==> config.mk <==
export PLATFORM = sky130hd
export DESIGN_NAME = pss_mod_unit
export DESIGN_NICKNAME = d
export VERILOG_FILES = /design/src/pss_pkg.sv /design/src/pss_mod_unit.sv
export SDC_FILE = /design/constraint.sdc
export NUM_CORES = 1
export LEC_CHECK = 0
export BUFFER_PORTS_ARGS = -buffer_cell sky130_fd_sc_hd__buf_2
export CAP_MARGIN = 20
export CORE_UTILIZATION = 55
export DETAILED_ROUTE_END_ITERATION = 8
export GPL_TIMING_DRIVEN = 0
export PLACE_DENSITY = 0.8
export SETUP_SLACK_MARGIN = 0.15
export SLEW_MARGIN = 20
export SYNTH_ARGS = -nofsm -noshare
export SYNTH_HDL_FRONTEND = slang
export SYNTH_SLANG_ARGS = --single-unit
==> constraint.sdc <==
create_clock -name aclk -period 5.5 [get_ports aclk]
set_input_delay 0.55 -clock aclk [delete_from_list [all_inputs] [get_ports aclk]]
set_output_delay 0.55 -clock aclk [all_outputs]
set_load 0.05 [all_outputs]
==> src/pss_pkg.sv <==
// pss_pkg: shared widths, register indexes and types of the partial shuffle sampler
// used by the modulo unit, the pool memory and the top level
`default_nettype none

package pss_pkg;

    // widths that the item and register fields fix
    localparam int CFG_W   = 9;
    localparam int VALUE_W = 8;
    localparam int WORD_W  = 31;
    localparam int EPOCH_W = 8;

    // configuration register indexes
    localparam logic CFG_POOL_SIZE    = 1'b0;
    localparam logic CFG_SAMPLE_COUNT = 1'b1;

    typedef logic [CFG_W-1:0]   pss_count_t;
    typedef logic [VALUE_W-1:0] pss_value_t;
    typedef logic [EPOCH_W-1:0] pss_epoch_t;

endpackage

`default_nettype wire

==> src/pss_mod_unit.sv <==
// pss_mod_unit: restoring remainder unit, one dividend bit per cycle
// depends on pss_pkg for the count type
`default_nettype none

module pss_mod_unit import pss_pkg::*; #(
    parameter int DVD_W = 31
) (
    input  logic             aclk,
    input  logic             aresetn,
    input  logic             start,
    input  logic [DVD_W-1:0] dividend,
    input  pss_count_t       divisor,
    output logic             done,
    output pss_count_t       remainder
);

    localparam int CNT_W = $clog2(DVD_W);
    localparam logic [CNT_W-1:0] CNT_LAST = CNT_W'(DVD_W - 1);

    logic             run_reg, run_next;
    logic             done_reg, done_next;
    logic [CNT_W-1:0] cnt_reg, cnt_next;
    logic [DVD_W-1:0] dvd_reg, dvd_next;
    pss_count_t       dsr_reg, dsr_next;
    pss_count_t       rem_reg, rem_next;
    logic [CFG_W:0]   trial;
    logic [CFG_W:0]   diff;
    logic             fits;

    // one restoring step
    assign trial = {rem_reg, dvd_reg[DVD_W-1]};
    assign diff  = trial - {1'b0, dsr_reg};
    assign fits  = trial >= {1'b0, dsr_reg};

    always_comb begin
        run_next  = run_reg;
        done_next = 1'b0;
        cnt_next  = cnt_reg;
        dvd_next  = dvd_reg;
        dsr_next  = dsr_reg;
        rem_next  = rem_reg;
        if (start) begin
            run_next = 1'b1;
            cnt_next = CNT_LAST;
            dvd_next = dividend;
            dsr_next = divisor;
            rem_next = '0;
        end else if (run_reg) begin
            rem_next = fits ? diff[CFG_W-1:0] : trial[CFG_W-1:0];
            dvd_next = {dvd_reg[DVD_W-2:0], 1'b0};
            if (cnt_reg == '0) begin
                run_next  = 1'b0;
                done_next = 1'b1;
            end else begin
                cnt_next = cnt_reg - 1'b1;
            end
        end
    end

    // control state
    always_ff @(posedge aclk) begin
        if (!aresetn) begin
            run_reg  <= 1'b0;
            done_reg <= 1'b0;
            cnt_reg  <= '0;
        end else begin
            run_reg  <= run_next;
            done_reg <= done_next;
            cnt_reg  <= cnt_next;
        end
    end

    // operand and remainder registers
    always_ff @(posedge aclk) begin
        dvd_reg <= dvd_next;
        dsr_reg <= dsr_next;
        rem_reg <= rem_next;
    end

    assign done      = done_reg;
    assign remainder = rem_reg;

`ifndef SYNTH
    a_rem_below_divisor: assert property (@(posedge aclk) disable iff (!aresetn)
        done_reg |-> (rem_reg < dsr_reg))
        else $error("remainder not below divisor");
    a_no_restart_while_busy: assert property (@(posedge aclk) disable iff (!aresetn)
        start |-> !run_reg)
        else $error("start while a reduction runs");
    a_done_single: assert property (@(posedge aclk) disable iff (!aresetn)
        done_reg |=> !done_reg)
        else $error("done held longer than one cycle");
`endif

endmodule

`default_nettype wire

==> flow_summary.yaml, run 1 <==
synth:
  netlist_area_um2: 2670
  synth_nets: 256
  seq_area_frac_synth_pct: 57.0
  yosys_register_bits: 56
  synth_cells: 202
  yosysUniqueCellTypes: 39
  synth.avg_cell_area_um2: 13.2
  yosys_warnings: 0
global_route:
  grt_start_max_net_pins: 32
  grt_pass1_vias: 1704
  grt_pass1_wl_mm: 7.73
  antenna_found_initial: 0
  gr-usage-all-layers_pct: 19.8
  gr-total-overflow: 0
floorplanning:
  num_rows: 24
  initial_utilization_pct: 59.3
  die_area_um2: 5140
  core_area_um2: 4500
  fp.dieW_um: 71.7
  boundaryPins: 53
  die_y_um: 71.7
clocking:
  h-tree-depth: 2
  clk_latency_ns: 0.31
  cts_setup_buffers: 0
  cts_root_buf: "clkbuf_8"
  tritoncts: "yes"
  cts_buffers: 5
  cts_hold_buf: 0
  clock-sinks: 56
  clock_path_buffers: 2
  path_clk_slew_ns: 0.10
  cts_resized: 0
setup_path:
  critPathSlowestCell: "fa_1"
  criticalPathCategory: "register to register"
  cp-end-kind: "register"
  rrSetupSlack_ns: 2.91
  r2r_cells: 10
  cpPeakStageDelay_ns: 0.42
  critical_path.max_fanout: 8
  r2r-start: "dvd_reg[30]$_DFFE_PP_"
  critPathLaunchType: "register"
  cpMostUsedCell: "inv_1"
  crit_required_ns: 5.73
  startpoint: "dvd_reg[30]$_DFFE_PP_"
  cp.arrival_ns: 2.82
  rr_endpoint: "remainder[0]$_SDFFE_PP0P_"
  cp_cell_sequence: "inv_1 > ha_1 > inv_1 > fa_1 > a211oi_1 > o21ai_1 > o211ai_2 > a31oi_4 > mux2_4 > a211oi_2"
placement:
  buffer_ports.inserted: 52
  hpwl_mm: 3.46
  place.gp.congestion: 0.784
drt:
  num_vias: 1717
  via_per_inst: 5.47
  first_pass_iters: 4
  drc: 0
  dr.first_iter.drc_count: 96
  postRouteWirelength_mm: 4.73
  ant_nets: 0
  wl_per_cell_um: 15.1
timing:
  maxSlewHeadroom_pct: 58.3
  skew_ns: 0.00818
  tns_ns: 0
  fin_crit_sh_pct: 47.0
  min_period_ns: 2.59
  hold_viol: 0
  clock.fmax_mhz: 387
  tightest_slew_ns: 0.624
  rsz0062_at_grt: "no"
  finalSetupViolations: 0
  drv_slew: 0
final_layout:
  largest_reg_flops: 31
  nets: 315
  final_layout_size_suffix_gt1_share_pct: 36.3
  antenna_cells: 0
  layout_common_cells: "buf_2 (52), edfxtp_1 (40), mux2_2 (31), dfxtp_1 (16), inv_1 (12)"
  layout_commonest_cell: "buf_2"
  syn2layout_area_growth_pct: 15.7
  final.fill_count: 330
hold_path:
  hold_path_depth: 1
  holdPathEnd: "dsr_reg[0]$_DFFE_PP_"
  hold_path.class: "input port to register"
  holdCritStartpoint: "divisor[0]"
pwr:
  clkPwrFrac_pct: 26.6
  p_sw_uw: 224
  power.density_nw_per_um2: 288
  combPwrFrac_pct: 16.1
  internal_power_uw: 667
  seqPwrFrac_pct: 57.2
  p_leak_nw: 1.26
  swShare_pct: 25.2
  ir_drop_v: 0.000208
  total_power_uw: 891
flow_run:
  maxCapViolCount: 0
status:
  status: "complete, no violations"
[layer usage]
layer / wire length (um) / global-route usage, %
met1: 2260 / 26.1
met2: 2190 / 31.2
met3: 196 / 5.91
met4: 80 / 7.19
met5: 0 / 0
[how the worst max path moves through the flow]
stage,end,slack [ns],cells after the start
3_5_place_dp,remainder[0]$_SDFFE_PP0P_,2.94,10
6_report,remainder[0]$_SDFFE_PP0P_,2.91,10
2_1_floorplan,remainder[0]$_SDFFE_PP0P_,3.08,7
4_1_cts,remainder[0]$_SDFFE_PP0P_,2.92,10
5_1_grt,remainder[0]$_SDFFE_PP0P_,2.73,10
3_3_place_gp,dvd_reg[15]$_DFFE_PP_,2.86,4
[synthesized netlist by cell type]
master,number,area (um2)
edfxtp_1,40,1200
nand3_1,2,10.0
mux2_2,31,349
a211oi_2,1,12.5
inv_1,13,48.8
a21o_1,2,15.0
clkbuf_1,6,22.5
nor4_1,1,6.26
nand4_1,1,6.26
a2111oi_0,1,8.76
o21a_1,5,37.5
nor2b_1,3,18.8
or2_1,1,6.26
and2_1,1,6.26
nand2_1,7,26.3
a211oi_1,4,30.0
ha_1,10,125
and4b_1,1,10.0
fa_1,1,20.0
mux2i_1,7,70.1
o21ai_1,1,5.00
a311o_1,1,10.0
nor3b_1,1,7.51
mux2_4,1,15.0
xnor2_1,4,35.0
nand3b_1,1,7.51
xor2_1,4,35.0
nor4b_1,1,8.76
a211o_1,1,8.76
a31oi_4,1,21.3
dfxtp_1,16,320
a31oi_1,2,12.5
o211ai_2,1,12.5
nor2_1,10,37.5
o21bai_1,2,15.0
nor3_1,2,10.0
nand2b_1,2,12.5
o21ai_0,6,30.0
a21oi_1,7,35.0
[per-stage QoR]
step / instance area, um2 / instances / setup WS (ns) / util (%) / hold WS [ns]
after floorplan: 2670 / 202 / 3.08 / - / 0.480
after CTS: 3090 / 314 / 2.92 / 68.6 / 0.410
after global placement: 3000 / 306 / 2.86 / 66.5 / 0.484
final: 3090 / 314 / 2.91 / 68.6 / 0.415
after global routing: 3090 / 314 / 2.73 / 68.6 / 0.408
after detailed placement: 3000 / 306 / 2.94 / 66.5 / 0.493
[power by group through the flow]
stage	Combinational, mW	Clock [mW]	Sequential (mW)
finish	0.144	0.237	0.510
global route	0.157	0.253	0.514
CTS	0.144	0.238	0.510
detailed placement	0.144	0	0.520
global placement	0.139	0	0.519
floorplan	0.0954	0	0.525
[critical path, delay by kind of cell, from the launching register on]
kind | cells | cell delay (ns)
mux | 1 | 0.36
compound gates | 5 | 1.05
buf+inv | 2 | 0.14
flops | 1 | 0.37
fa+ha+maj | 2 | 0.59
[kinds of logic after synthesis]
logic type | count (synthesis) | synth area share [%]
buffers and inverters | 19 | 2.67
adders and majority gates | 11 | 5.44
AOI/OAI and AO/OA | 35 | 9.51
xor gates and xnor gates | 8 | 2.62
DFF | 56 | 57.0
and+or+nand+nor | 34 | 6.51
muxes | 39 | 16.3
[cell type report]
cell class                 instances  area (um2)  share of cell area [%]
sequential                        56        1520                    49.2
buffer                             6        22.5                   0.729
multi-input combinational        127        1080                    34.9
clock inverter                     1        8.76                   0.283
clock buffer                       7        86.3                    2.79
inverter                          13        48.8                    1.58
timing repair buffer              52         260                    8.42
tap                               52        65.1                    2.11
Note: power is estimated with default switching activity, not from simulation.
==> run 2: changes to the inputs <==
ABC_AREA = 1   (was not set)
PLACE_DENSITY = 0.79   (was 0.8)
clock period = 2.51 ns   (was 5.5 ns; I/O delays follow)
==> run 2 against run 1 <==
Net effect: setup slack worse by 2.5 ns; clock power grew to 2.5 times the previous value; first-iteration DRC count is 64% higher; sequential power is 120% higher; critical endpoint is now dvd_reg[25]$_DFFE_PP_.
==> flow_summary.yaml, run 2 <==
final_layout:
  layout_common_cells: "nand2_1 (162), buf_2 (53), edfxtp_1 (40), inv_1 (35), nand3_1 (18)"
  largest_reg_flops: 31
  syn2layout_area_growth_pct: 16.9
  seq_area_um2: 1520
  multiInputGateArea_um2: 1160
  final_layout_size_suffix_gt1_share_pct: 19.3
  antenna_cells: 0
  nets: 452
  layout_commonest_cell: "nand2_1"
  final.fill_count: 420
  stdcell_count: 466
synth:
  muxShareOfSynthArea_pct: 0
  synth.avg_cell_area_um2: 8.44
  synthAdderAreaFrac_pct: 5.09
  synth_compound_area_share_pct: 1.45
  synth_top_area_share_pct: 42.1
  yosysUniqueCellTypes: 28
  synth_nets: 392
  synth_edf_count: 40
  yosys-top-cells-area: "edfxtp_1 (42%), nand2_1 (21%), dfxtp_1 (11%)"
  synth_cells: 338
  netlist_area_um2: 2850
  yosys_register_bits: 56
  synth_xor_area_share_pct: 0.921
  synth_top_family_by_area: "simple AND/OR/NAND/NOR gates"
  yosys_warnings: 0
  yosys.area.top_type: "edfxtp_1"
  async_flop_share_pct: 0
  seq_area_frac_synth_pct: 53.3
  yosys-top-cells-count: "nand2_1 (162), edfxtp_1 (40), inv_1 (35)"
  ys.flop_type: "edfxtp_1"
  synth_most_common_cell: "nand2_1"
  synthSimpleGateAreaFrac_pct: 33.3
setup_path:
  criticalPathCategory: "register to register"
  critPathSlowestCell: "nor2_1"
  crit_required_ns: 2.59
  cp_cell_sequence: "nor2_1 > inv_1 > buf_16"
  critical_path.max_fanout: 17
  cpPeakStageDelay_ns: 0.65
  cp.arrival_ns: 2.18
  critPathLaunchType: "register"
  cp-end-kind: "register"
clocking:
  cts_buffers: 5
  cts_hold_buf: 0
  tritoncts: "yes"
  cts_resized: 0
  clock-sinks: 56
  cts_root_buf: "clkbuf_8"
  cts_setup_buffers: 0
  h-tree-depth: 2
  clk_latency_ns: 0.31
  clock_path_buffers: 2
  path_clk_slew_ns: 0.10
pwr:
  power.density_nw_per_um2: 602
  p_leak_nw: 1.73
  ir_drop_v: 0.000405
drt:
  drc: 0
  dr.first_iter.drc_count: 157
  first_pass_iters: 4
  ant_nets: 0
  postRouteWirelength_mm: 5.59
  via_per_inst: 4.88
  met1_length_mm: 2.55
  met2WireLength_mm: 2.71
  wl_met3_um: 254
  num_vias: 2275
  wl_per_cell_um: 12.0
  top_layer_used: "met4"
floorplanning:
  boundaryPins: 53
  fp.dieW_um: 74.0
  die_area_um2: 5480
  die_y_um: 74.0
  initial_utilization_pct: 58.9
  num_rows: 25
  core_area_um2: 4850
global_route:
  gr-usage-all-layers_pct: 23.4
  gr-total-overflow: 0
  grt_pass1_vias: 2142
  grt_start_max_net_pins: 18
  antenna_found_initial: 0
  grt_pass1_wl_mm: 9.58
timing:
  skew_ns: 0.00602
  rsz0062_at_grt: "no"
  drv_slew: 0
  min_period_ns: 2.11
  whs_ns: 0.106
  hold_viol: 0
  maxSlewHeadroom_pct: 44.8
  finalSetupViolations: 0
  fin_crit_sh_pct: 83.9
  tightest_slew_ns: 0.825
  clock.fmax_mhz: 475
  tns_ns: 0
placement:
  buffer_ports.inserted: 52
  hpwl_mm: 4.03
  dp_cells: 458
  place.gp.congestion: 0.873
hold_path:
  hold_path.class: "input port to register"
flow_run:
  maxCapViolCount: 0
status:
  status: "complete, no violations"
-- run 2: cell count changes in the layout (fill, tap and decap cells not counted), sizes merged, moves of 5 or more --
| cell | change |
|---|---|
| nand2 | +160 |
| mux2 | -32 |
| inv | +25 |
| nand3 | +17 |
| nand3b | +11 |
| mux2i | -7 |
| o21ai | -6 |
| a211oi | -5 |
| o21a | -5 |
-- run 2: routing by layer --
| metal | up-vias | global-route usage (%) |
|---|---|---|
| li1 | 1194 | - |
| met1 | 1015 | 30.7 |
| met2 | 58 | 38.9 |
| met3 | 8 | 5.56 |
| met4 | 0 | 6.84 |
| met5 | - | 0 |
-- run 2: path summary, 6_finish.rpt --
kind | startpoint | endpoint | cells after the start | slack [ns]
max | run_reg$_SDFF_PN0_ | dvd_reg[25]$_DFFE_PP_ | 3 | 0.40
min | divisor[0] | dsr_reg[0]$_DFFE_PP_ | 1 | 0.11
max reg2reg | run_reg$_SDFF_PN0_ | dvd_reg[25]$_DFFE_PP_ | 3 | 0.40
min reg2reg | cnt_reg[4]$_SDFFE_PN0P_ | cnt_reg[4]$_SDFFE_PN0P_ | 2 | 0.48
-- run 2: area by class of cell --
type	count	area share, %
Buffer	7	0.825
Clock buffer	6	2.17
Clock inverter	2	1.16
Inverter	38	4.27
Multi-Input combinational cell	237	34.8
Sequential cell	56	45.6
Tap cell	67	2.51
Timing Repair Buffer	53	8.62
-- run 2: metrics by stage --
stage	setup slack [ns]	utilization [%]	area, um2	power, mW
2_1_floorplan	0.687	-	2850	1.33
3_3_place_gp	0.0706	66.0	3200	1.40
3_5_place_dp	0.0556	66.5	3230	1.43
4_1_cts	0.374	68.8	3340	2.02
5_1_grt	0.235	68.8	3340	2.11
6_report	0.404	68.8	3340	2.01
-- run 2: kinds of logic after synthesis --
family | after synthesis
AO/OA/AOI/OAI | 8
buffers and inverters | 45
XOR/XNOR | 3
adder cells (fa/ha/maj) | 11
flip-flops | 56
AND/OR/NAND/NOR | 215
-- run 2: worst max-delay path: cells and delay by family (launching register included) --
kind,cells,cell delay [ns]
DFF,1,0.34
and+or+nand+nor,1,0.65
buffers and inverters,2,0.87
-- run 2: where the power goes --
part | switching, mW | leakage [nW] | total [mW] | internal, mW
Sequential | 0.0293 | 0.537 | 1.11 | 1.08
Clock | 0.301 | 0.0558 | 0.603 | 0.302
Combinational | 0.183 | 1.14 | 0.297 | 0.114
==> run 3: changes to the inputs <==
clock period = 2 ns   (was 2.51 ns; I/O delays follow)
==> run 3 against run 2 <==
Net effect: via count is 3.4% higher; combinational power is 40% higher; first-iteration DRC count is 24% higher; sequential cell count stayed put; die area stayed put; global-route usage is 0.23 points higher; sequential power is 25% higher; non-clock buffer count is 5 higher; cell area is 4.6% higher; setup slack worse by 0.16 ns; largest cell class unchanged; highest routed layer unchanged.
==> flow_summary.yaml, run 3 (synthesized netlist as in run 2, its figures left out) <==
status:
  status: "complete, no violations"
timing:
  hold_viol: 0
  tightest_slew_ns: 0.595
  fin_crit_sh_pct: 87.8
  clock.fmax_mhz: 569
  rsz0062_at_grt: "yes"
  skew_ns: 0.0111
  finalSetupViolations: 0
  drv_slew: 0
  min_period_ns: 1.76
  maxSlewHeadroom_pct: 60.3
global_route:
  grt_pass1_wl_mm: 9.68
  grt_start_max_net_pins: 18
  gr-total-overflow: 0
  gr-usage-all-layers_pct: 23.7
  antenna_found_initial: 0
  grt_pass1_vias: 2163
setup_path:
  crit_required_ns: 2.26
  r2r_cells: 13
  critPathLaunchType: "register"
  critical_path.max_fanout: 6
  cp.arrival_ns: 2.02
  cp-end-kind: "register"
  criticalPathCategory: "register to register"
clocking:
  clk_latency_ns: 0.32
  cts_buffers: 5
  path_clk_slew_ns: 0.11
  clock-sinks: 56
  h-tree-depth: 2
  cts_hold_buf: 0
  clock_path_buffers: 2
  cts_root_buf: "clkbuf_8"
  tritoncts: "yes"
hold_path:
  hold_path.class: "input port to register"
  hold_path_depth: 1
placement:
  dp_cells: 458
  place.gp.congestion: 0.873
  hpwl_mm: 4.03
  placed_area_um2: 3230
  buffer_ports.inserted: 52
drt:
  wl_per_cell_um: 12.5
  drc: 0
  via_per_inst: 4.97
  postRouteWirelength_mm: 5.91
  dr.first_iter.drc_count: 195
  first_pass_iters: 4
  ant_nets: 0
  num_vias: 2352
pwr:
  ir_drop_v: 0.000498
  power.density_nw_per_um2: 736
  p_leak_nw: 1.77
  total_power_mw: 2.57
final_layout:
  nets: 459
  final_layout_size_suffix_gt1_share_pct: 23.6
  final_cell_area_um2: 3490
  antenna_cells: 0
  largest_reg_flops: 31
  layout_commonest_cell: "nand2_1"
  stdcell_count: 473
  layout_common_cells: "nand2_1 (158), buf_2 (53), edfxtp_1 (40), inv_1 (32), nand3_1 (17)"
  syn2layout_area_growth_pct: 22.3
floorplanning:
  boundaryPins: 53
  core_area_um2: 4850
  initial_utilization_pct: 58.9
  die_area_um2: 5480
  fp.dieW_um: 74.0
  num_rows: 25
  die_y_um: 74.0
flow_run:
  maxCapViolCount: 0
-- run 3: changes by cell type in the layout (fill, tap and decap cells not counted), sizes merged --
| cell | previous run | this run |
|---|---|---|
| clkinvlp | 0 | 1 |
| inv | 38 | 37 |
| buf | 54 | 59 |
| nand2 | 167 | 169 |
-- run 3: final timing paths --
kind                                 from                         to  slack, ns
setup / recovery    dvd_reg[30]$_DFFE_PP_  remainder[1]$_SDFFE_PP0P_       0.24
hold / removal                 divisor[7]       dsr_reg[7]$_DFFE_PP_       0.05
setup reg to reg    dvd_reg[30]$_DFFE_PP_  remainder[1]$_SDFFE_PP0P_       0.24
hold reg to reg   cnt_reg[4]$_SDFFE_PN0P_    cnt_reg[4]$_SDFFE_PN0P_       0.47
-- run 3: power breakdown --
part / total [mW] / switching (mW) / internal [mW]
Combinational: 0.416 / 0.251 / 0.165
Sequential: 1.39 / 0.0380 / 1.36
Clock: 0.759 / 0.380 / 0.379
-- run 3: metrics by stage --
step / utilization (%) / hold slack, ns / setup slack [ns] / setup TNS (ns)
2_1_floorplan: - / 0.298 / 0.177 / 0
3_3_place_gp: 66.0 / 0.376 / -0.388 / -12.02
3_5_place_dp: 66.5 / 0.379 / -0.403 / -10.05
4_1_cts: 69.6 / 0.0471 / 0.154 / 0
5_1_grt: 72.0 / 0.0331 / 0.136 / 0
6_report: 72.0 / 0.0520 / 0.243 / 0
-- run 3: worst max-delay path: stages, from the launching register on --
cell      delay (ns)
edfxtp_1        0.39
inv_2           0.09
ha_4            0.13
inv_2           0.05
fa_2            0.35
nand2_2         0.08
nand2_4         0.06
nand3_4         0.07
nand2_4         0.09
nand2_8         0.11
nand2_4         0.08
nand2_1         0.07
nand3_1         0.06
nand2_1         0.08
-- run 3: layer usage --
metal	GRT usage [%]	wire (um)
met2	38.5	2910
met3	5.56	351
met4	7.69	93
met1	31.4	2560
met5	0	0
-- run 3: what timing repair did --
action,CTS,global route
cloned,1,1
gates resized for setup,8,12
setup endpoints to repair,40,26
pin swaps,1,8
setup buffers,0,5
-- run 3: layout make-up --
class	instances	area (um2)
Sequential cell	56	1520
Fill cell	385	1360
Multi-Input combinational cell	239	1260
Timing Repair Buffer	58	338
Inverter	38	146
Tap cell	67	83.8
Clock buffer	6	72.6
Clock inverter	2	38.8
Buffer	7	27.5
